## src/sv/vmc_pkg.sv

```systemverilog
`timescale 1ns / 1ps
// ----------------------------------------------------------------------------
// vmc_pkg
// shared constants and types for the vector magnitude clamp pipeline
// ----------------------------------------------------------------------------
package vmc_pkg;

    localparam int FIELD_W         = 32;
    localparam int FRAC_BITS_DEF   = 16;
    localparam int COMP_WIDTH_DEF  = 32;
    localparam int S_TDATA_W       = 3 * FIELD_W;
    localparam int M_TDATA_W       = 2 * FIELD_W;

    // per-item control that rides alongside the datapath
    typedef struct packed {
        logic neg_x;
        logic neg_y;
        logic lim_pos;
        logic clamp;
    } vmc_flags_t;

endpackage

```

## src/sv/vmc_sqrt_stage.sv

```systemverilog
`timescale 1ns / 1ps
// ----------------------------------------------------------------------------
// vmc_sqrt_stage
// one registered digit step of the floor square root, two radicand bits a step
// ----------------------------------------------------------------------------
module vmc_sqrt_stage #(
    parameter int W = 32
) (
    input  logic           aclk,
    input  logic           en,
    input  logic [2*W-1:0] rad_i,
    input  logic [W:0]     rem_i,
    input  logic [W-1:0]   root_i,
    output logic [2*W-1:0] rad_o,
    output logic [W:0]     rem_o,
    output logic [W-1:0]   root_o
);
    import vmc_pkg::*;

    logic [2*W-1:0] rad_reg, rad_next;
    logic [W:0]     rem_reg, rem_next;
    logic [W-1:0]   root_reg, root_next;
    logic [W+2:0]   trial, cand, diff;
    logic           ge;

    always_comb begin
        cand      = {rem_i, rad_i[2*W-1 -: 2]};
        trial     = {1'b0, root_i, 2'b01};
        ge        = (cand >= trial);
        diff      = cand - trial;
        // remainder stays within twice the root, so it fits after truncation
        rem_next  = ge ? diff[W:0] : cand[W:0];
        root_next = {root_i[W-2:0], ge};
        rad_next  = {rad_i[2*W-3:0], 2'b00};
    end

    always_ff @(posedge aclk) begin
        if (en) begin
            rad_reg  <= rad_next;
            rem_reg  <= rem_next;
            root_reg <= root_next;
        end
    end

    assign rad_o  = rad_reg;
    assign rem_o  = rem_reg;
    assign root_o = root_reg;

endmodule

```

## config.mk

```make
export PLATFORM = sky130hd
export DESIGN_NAME = vmc_sqrt_stage
export DESIGN_NICKNAME = d
export VERILOG_FILES = /design/src/sv/vmc_pkg.sv /design/src/sv/vmc_sqrt_stage.sv
export SDC_FILE = /design/constraint.sdc
export NUM_CORES = 1
export LEC_CHECK = 0
export BUFFER_PORTS_ARGS = -buffer_cell sky130_fd_sc_hd__buf_4
export CORE_ASPECT_RATIO = 0.75
export CORE_UTILIZATION = 25
export CTS_CLUSTER_SIZE = 40
export DETAILED_ROUTE_END_ITERATION = 10
export SETUP_SLACK_MARGIN = 0.02
export SYNTH_ARGS = -nofsm -noshare
export SYNTH_HDL_FRONTEND = slang
export SYNTH_SLANG_ARGS = --single-unit
```

## constraint.sdc

```tcl
create_clock -name aclk -period 5.1 [get_ports aclk]
set_clock_uncertainty 0.2 [all_clocks]
set_input_delay 0.765 -clock aclk [delete_from_list [all_inputs] [get_ports aclk]]
set_output_delay 0.765 -clock aclk [all_outputs]
set_load 0.1 [all_outputs]
```

==> flow_summary.toml <==
[die]
core_mm2 = 0.0240
num_io_pins = 260
die_area_mm2 = 0.0250
die_h_um = 137
die_x_um = 182
start_util_pct = 25.4
rows = 49

[logic_synthesis]
synth_area_mm2 = 0.00610
ys_types = 48
yosys_warnings = 0
synthTopCellsByArea = "edfxtp_1 (63%), ha_1 (7.0%), a21oi_1 (4.6%)"
yosysTopAreaCell = "edfxtp_1"
ys_ff_latch = 127
syn_inst = 488
yosys.area.top_type_share_pct = 62.5
synth-main-ff-cell = "edfxtp_1"
ys_seq_area_share_pct = 62.5
ys_async_sr_fraction_pct = 0
synth_edf_count = 127
synth.avg_cell_area_um2 = 12.5

[pwr]
power.density_mw_per_mm2 = 432
power_leakage_nw = 3.85
ir_drop_mv = 0.242

[layout]
final-seq-area_mm2 = 0.00381
final_cell_mix = "buf_4 (260), edfxtp_1 (127), a21oi_1 (56)"
multi_input_area_mm2 = 0.00205
diodes = 0
drive_gt1_share_pct = 39.8
fillers = 2377
final_util_pct = 37.5
mostFrequentLayoutCell = "buf_4"
fin_cells = 1095
area_delta_synth_final_pct = 47.3
nets = 916

[sta]
hold_violations = 0
fin_crit_sh_pct = 72.2
tightestPinTransition_ns = 0.914
slew_violations = 0
post-route-min-period_ns = 3.68
layout_setup_ws_ns = 1.42
setup_viol = 0
fin_tns_setup_ns = 0
rsz0062_at_grt = "false"
relSlewSlack_pct = 39.1
max_freq_ghz = 0.272

[worst_setup_path]
path_buf_inv = 3
cp_common_cell = "a21oi_1"
end_kind = "flip-flop"
crit_slowest_cell = "o21ai_4"
crit_arrival_ns = 3.74
max_stage_delay_ns = 0.60
crit_required_ns = 5.16
path_class = "primary input to flip-flop"
crit_chain = "buf_4, inv_1, ha_1, o21ai_0, a211oi_2, nand2_1, a221o_1, a21oi_1, a21oi_1, o21ai_4, buf_4, nor2_1, a21oi_1"
path_delay_family = "compound AO/OA/AOI/OAI gates"
cp-start-kind = "primary input"
crit_fanout = 21

[clocking]
clock-sinks = 127
cts_made_buffers = 17
htree_levels = 4
tritoncts = "done"
cts_root_buf = "clkbuf_16"
clock_path_buffers = 2
clkSlewWorstSetupHoldPaths_ns = 0.06
postCtsSetupBuffers = 0
ctsResizeCount = 0
cts_hold_buf = 0

[grt]
grt_util_all_layers_pct = 13.5
grt_pass1_wl_um = 24900
grt_start_max_net_pins = 96
grt_pass1_vias = 4427
grt_overflow_total = 0
grt_antenna_before_repair = 0

[route]
drt_iter0_drc = 272
antenna_left = 0
vias = 4670
viasPerCell = 4.26
drt-pass1-iter-count = 4
drt_wl_total_um = 17000
drc = 0
wl_per_cell_um = 15.5

[run]
maxCapViolations = 0

[worst_hold_path]
hold_class = "primary input to flip-flop"

[placement]
post-place-ws_ns = 0.957
hpwl_um = 12800
globalplace.congestion = 0.785
dpl.cell_count = 1063
port_buffers = 257

[status]
status = "completed"
final timing paths:
kind / end / cells past startpoint / startpoint
worst min-delay path: rad_o[16] / 1 / rad_i[14]
worst max-delay path: rem_o[15] / 13 / root_i[0]
power breakdown:
group	leakage, nW	total [mW]	internal (mW)	switching (mW)
Combinational	2.32	1.33	0.317	1.01
Clock	0.288	1.25	0.767	0.482
Sequential	1.24	1.31	1.28	0.0304
final cells by class:
| class | count | area share (%) |
|---|---|---|
| Sequential cell | 127 | 42.4 |
| Multi-Input combinational cell | 305 | 22.8 |
| Timing Repair Buffer | 261 | 21.8 |
| Clock buffer | 18 | 4.78 |
| Tap cell | 331 | 4.61 |
| Clock inverter | 14 | 1.87 |
| Inverter | 39 | 1.63 |
metal layers:
| layer | vias to the layer above | global-route usage, % | share of wire (%) |
|---|---|---|---|
| li1 | 2327 | - | - |
| met2 | 170 | 19.9 | 45 |
| met1 | 2162 | 17.6 | 46 |
| met3 | 11 | 5.74 | 8.1 |
| met4 | 0 | 4.39 | 0.98 |
| met5 | - | 0 | 0 |
synthesized netlist by cell type (6+ instances only):
cell        n
xnor2_1    19
inv_1      39
a21oi_1    56
nor2_1     42
o21bai_1    6
o21ai_0    20
nand2_1    28
nand3_1     8
nand4_1     6
o21a_1      8
buf_2       8
a21o_1      9
edfxtp_1  127
mux2_2      7
xor2_1      9
ha_1       34
metrics by stage:
stage	hold WS (ns)	cell area [um^2]	power, mW
floorplan	0.664	6100	2.33
global placement	0.743	8390	2.65
detailed placement	0.744	8390	2.66
CTS	0.285	8980	3.93
global route	0.277	8980	4.04
finish	0.308	8980	3.88
state kept, by name, indices dropped and copies added (netlist names):
name / cells
root_o: 32
rem_o: 33
rad_o: 62
logic make-up (layout without fill, tap and decap cells):
logic type	Yosys count	in the layout	synth area share (%)
flip-flops	127	127	62.5
multiplexers	7	7	1.29
buffers and inverters	57	332	4.04
other	1	2	0.0615
AO/OA/AOI/OAI	131	131	13.6
adder cells (fa/ha/maj)	34	34	6.97
XOR/XNOR	28	28	4.02
AND/OR/NAND/NOR	103	103	7.53
(Power assumes the default switching activity.)
