--- src/sv/vmc_pkg.sv ---
`timescale 1ns / 1ps
// ----------------------------------------------------------------------------
// vmc_pkg
// shared constants and types for the vector magnitude clamp pipeline
// ----------------------------------------------------------------------------
package vmc_pkg;

    localparam int FIELD_W         = 32;
    localparam int FRAC_BITS_DEF   = 16;
    localparam int COMP_WIDTH_DEF  = 32;
    localparam int S_TDATA_W       = 3 * FIELD_W;
    localparam int M_TDATA_W       = 2 * FIELD_W;

    // per-item control that rides alongside the datapath
    typedef struct packed {
        logic neg_x;
        logic neg_y;
        logic lim_pos;
        logic clamp;
    } vmc_flags_t;

endpackage

--- src/sv/vmc_div_stage.sv ---
`timescale 1ns / 1ps
// ----------------------------------------------------------------------------
// vmc_div_stage
// one registered restoring division step for both components, shared divisor
// ----------------------------------------------------------------------------
module vmc_div_stage #(
    parameter int W = 32
) (
    input  logic         aclk,
    input  logic         en,
    input  logic [W-1:0] div_i,
    input  logic [W-1:0] remx_i,
    input  logic [W-1:0] lowx_i,
    input  logic [W-1:0] remy_i,
    input  logic [W-1:0] lowy_i,
    output logic [W-1:0] div_o,
    output logic [W-1:0] remx_o,
    output logic [W-1:0] lowx_o,
    output logic [W-1:0] remy_o,
    output logic [W-1:0] lowy_o
);
    import vmc_pkg::*;

    logic [W-1:0] div_reg;
    logic [W-1:0] remx_reg, remx_next, lowx_reg, lowx_next;
    logic [W-1:0] remy_reg, remy_next, lowy_reg, lowy_next;
    logic [W:0]   tx, ty, dx, dy, dext;
    logic         gex, gey;

    always_comb begin
        dext = {1'b0, div_i};
        tx   = {remx_i, lowx_i[W-1]};
        ty   = {remy_i, lowy_i[W-1]};
        gex  = (tx >= dext);
        gey  = (ty >= dext);
        dx   = tx - dext;
        dy   = ty - dext;
        // partial remainder stays below the divisor; quotient bits shift into low
        remx_next = gex ? dx[W-1:0] : tx[W-1:0];
        remy_next = gey ? dy[W-1:0] : ty[W-1:0];
        lowx_next = {lowx_i[W-2:0], gex};
        lowy_next = {lowy_i[W-2:0], gey};
    end

    always_ff @(posedge aclk) begin
        if (en) begin
            div_reg  <= div_i;
            remx_reg <= remx_next;
            lowx_reg <= lowx_next;
            remy_reg <= remy_next;
            lowy_reg <= lowy_next;
        end
    end

    assign div_o  = div_reg;
    assign remx_o = remx_reg;
    assign lowx_o = lowx_reg;
    assign remy_o = remy_reg;
    assign lowy_o = lowy_reg;

endmodule

--- config.mk ---
export PLATFORM = sky130hd
export DESIGN_NAME = vmc_div_stage
export DESIGN_NICKNAME = d
export VERILOG_FILES = /design/src/sv/vmc_pkg.sv /design/src/sv/vmc_div_stage.sv
export SDC_FILE = /design/constraint.sdc
export NUM_CORES = 1
export LEC_CHECK = 0
export BUFFER_PORTS_ARGS = -buffer_cell sky130_fd_sc_hd__clkbuf_2
export CAP_MARGIN = 10
export CORE_ASPECT_RATIO = 1.5
export CORE_UTILIZATION = 40
export CTS_BUF_LIST = sky130_fd_sc_hd__clkbuf_8
export DETAILED_ROUTE_END_ITERATION = 8
export PLACE_DENSITY = 0.63
export SYNTH_ARGS = -nofsm -noshare
export SYNTH_HDL_FRONTEND = slang
export SYNTH_SLANG_ARGS = --single-unit
--- constraint.sdc ---
create_clock -name aclk -period 9.1 [get_ports aclk]
set_input_delay 2.73 -clock aclk [delete_from_list [all_inputs] [get_ports aclk]]
set_output_delay 2.73 -clock aclk [all_outputs]
set_load 0.02 [all_outputs]
==> summary.txt <==
Job
  – MaxCap Viol Count: 0

Die
  – Die area: 0.0244 mm^2
  – Core Rows: 68
  – DIE HEIGHT: 191 um
  – # IOs: 322
  – Core area: 0.0231 mm^2
  – Initial Utilization: 41.0%
  – Die X: 128 um

Yosys
  – Count of cell types in the netlist: 67
  – Sequential area share after synthesis: 50.6%
  – Post-synth top flop: edfxtp_1
  – Syn_nets: 1064
  – Top cells by area, synth: edfxtp_1, ha_1, mux2_4
  – Async SR Flop Fraction: 0%
  – Share of the synthesized area in the top cell type: 50.6%
  – Mapped Area: 0.00949 mm^2
  – Number of synthesized register bits: 160
  – Synth Instances: 836
  – Syn Area/Cell: 11.4 um^2
  – Yosys top cell by area: edfxtp_1
  – Synth warn: 0
  – Number of synthesized flops with an enable pin: 160

Drt
  – First-pass DRT Iterations: 5
  – Via density: 5.20
  – Remaining DRCs: 0
  – Initial drt markers: 396
  – Post-route ant nets: 0
  – Drt total wl: 27.1 mm
  – Drt wl/cell: 18.3 um
  – Via count: 7706

Worst setup path
  – Crit path DAT: 5.93 ns
  – Critical-path cell list: clkbuf_2 > inv_1 > ha_1 > a21o_1 > a211o_1 > o311a_4 > a211oi_4 > o21a_1 > o21a_2 > inv_2 > mux2_2
  – Setup CP Type: in2reg
  – CP Capture Type: flop
  – CP required: 9.31 ns
  – Critical Path Source Type: input port
  – Crit Path Max Fanout: 60
  – Bufs and invs on worst path: 3
  – CP peak stage delay: 0.83 ns
  – Slowest library cell on the worst path: o21a_2
  – Top delay family on crit path: compound AO/OA/AOI/OAI gates

Power and ir drop
  – Seq pwr share: 45.5%
  – Internal power: 1.39 mW
  – Sw Pwr: 670 uW
  – PD cells: 176 mW/mm^2
  – P_leak: 5.33 nW
  – Switching part of the total: 32.5%
  – Clock share of power: 24.9%
  – Logic gate share of total power: 29.7%
  – VDD IR max: 0.0856 mV

Final layout
  – Multi-input combinational cell area: 0.00431 mm^2
  – Register area: 0.00480 mm^2
  – FILL cells: 2214
  – Final #Nets: 1382
  – Final core occ: 50.7%
  – Layout cell share with drive strength beyond 1: 33.7%
  – Area Growth Syn to Fin: 23.7%

CTS
  – Post-CTS Resized: 0
  – Clock sink total: 160
  – CTS H-tree lvls: 4
  – CTS clk-pin slew, worst paths: 0.09 ns
  – CTS buffer count: 17
  – Clock Tree Buf Depth: 2
  – CTS tree: yes
  – Hold Buf Count CTS: 0
  – # Post-CTS Setup Buffers: 0
  – Clk root buf: clkbuf_8

Timing
  – Crit path time final: 5.72 ns
  – Final Cycle Share: 62.8%
  – Setup-failing EPs final: 0
  – F_max: 175 MHz
  – Final hold viol count: 0
  – Measured slew at the worst slew-check pin: 1.08 ns
  – Final max-slew violation count: 0
  – Setup TNS: 0 ns
  – RSZ-0062 raised after global routing: no
  – Max-slew headroom: 28.2%

GRT
  – Routing usage on met1: 23.9%
  – GRT overflow: 0
  – Vias in the first global route: 7430
  – First-pass GRT wire length: 39.9 mm
  – GRT Total Usage: 22.0%
  – Met3 Resource Use GR: 5.19%
  – Initial antenna violation count: 2
  – Pin count of the biggest net entering global routing: 93
  – Met2 Use GR: 39.8%
  – Most Used Layer, Global Route: met2

Outcome
  – Status: finished clean

Worst hold path
  – WHS Path Cells: 1
  – Hold WC Path Type: in2reg
  – Hold Crit Endpoint: lowy_o[20]
  – HP Start: lowy_i[19]

Place
  – Port Buffers: 321
  – Routability cong.: 0.933
  – Post-DP HPWL: 21.7 mm
[flip-flops by register name, summed over array words and instances, names as in the netlist]
register,flops
lowy_o,32
remy_o,32
div_o,32
remx_o,32
lowx_o,32
[placed cells by master, fill, tap and decap left out, types with 11 or more instances in the layout]
master,Yosys,layout
a211oi_1,11,11
a21o_1,30,30
a21oi_1,58,58
clkbuf_2,3,320
clkbuf_8,0,17
edfxtp_1,160,160
ha_1,64,64
inv_1,59,59
mux2_4,26,26
nand2_1,67,67
nand3_1,21,21
nand4_1,14,14
nor2_1,46,46
nor2b_1,13,13
nor3_1,16,16
o21ai_0,54,54
xnor2_1,27,27
xor2_1,20,20
[cells in the mapped netlist, types with 11 or more instances]
library cell  count
ha_1             64
nor2b_1          13
edfxtp_1        160
xnor2_1          27
nor3_1           16
nor2_1           46
a211oi_1         11
a21oi_1          58
a21o_1           30
nand3_1          21
inv_1            59
nand2_1          67
mux2_4           26
xor2_1           20
nand4_1          14
o21ai_0          54
[through the flow]
step                      area, um^2  total power, mW  hold slack [ns]  setup slack, ns  cells
after floorplan                 9490             1.36             2.83             3.90    836
after global placement         11400             1.56             2.91             2.96   1450
after detailed placement       11400             1.57             2.91             2.91   1450
after CTS                      11700             2.09             2.40             3.42   1480
after global routing           11700             2.17             2.40             3.23   1481
final                          11700             2.06             2.44             3.38   1481
[power by group through the flow]
stage	Combinational [mW]	Clock [mW]	Sequential, mW
floorplan	0.302	0	1.06
CTS	0.614	0.531	0.940
global route	0.664	0.555	0.947
detailed placement	0.611	0	0.957
finish	0.612	0.513	0.939
global placement	0.609	0	0.955
[cell type report]
class / instances / area share, %
Antenna cell: 1 / 0.0213
Timing Repair Buffer: 322 / 13.8
Multi-Input combinational cell: 592 / 36.8
Sequential cell: 160 / 40.9
Tap cell: 315 / 3.36
Clock buffer: 17 / 1.99
Clock inverter: 13 / 1.18
Inverter: 61 / 1.95
[layer usage]
metal	vias up	routed length (um)
met5	-	13
met4	2	924
met3	45	1830
met2	297	14000
met1	3581	10300
li1	3781	-
[kinds of logic after synthesis]
kind of cell / count (synthesis) / share of synthesized area (%)
adders and majority gates: 66 / 8.86
buffers and inverters: 84 / 3.93
xor gates and xnor gates: 47 / 4.34
muxes: 38 / 5.43
DFF: 160 / 50.6
and+or+nand+nor: 207 / 10.5
AOI/OAI and AO/OA: 234 / 16.3
[worst max path at each step]
stage	to	cells past startpoint	slack (ns)	from
2_1_floorplan	remx_o[13]	10	3.90	div_i[6]
3_3_place_gp	remy_o[31]	12	2.96	div_i[3]
3_5_place_dp	remy_o[31]	12	2.91	div_i[3]
4_1_cts	remx_o[27]	11	3.42	div_i[6]
5_1_grt	remx_o[27]	11	3.23	div_i[6]
6_report	remx_o[27]	11	3.38	div_i[6]
Power figures use the tool's default switching activity.
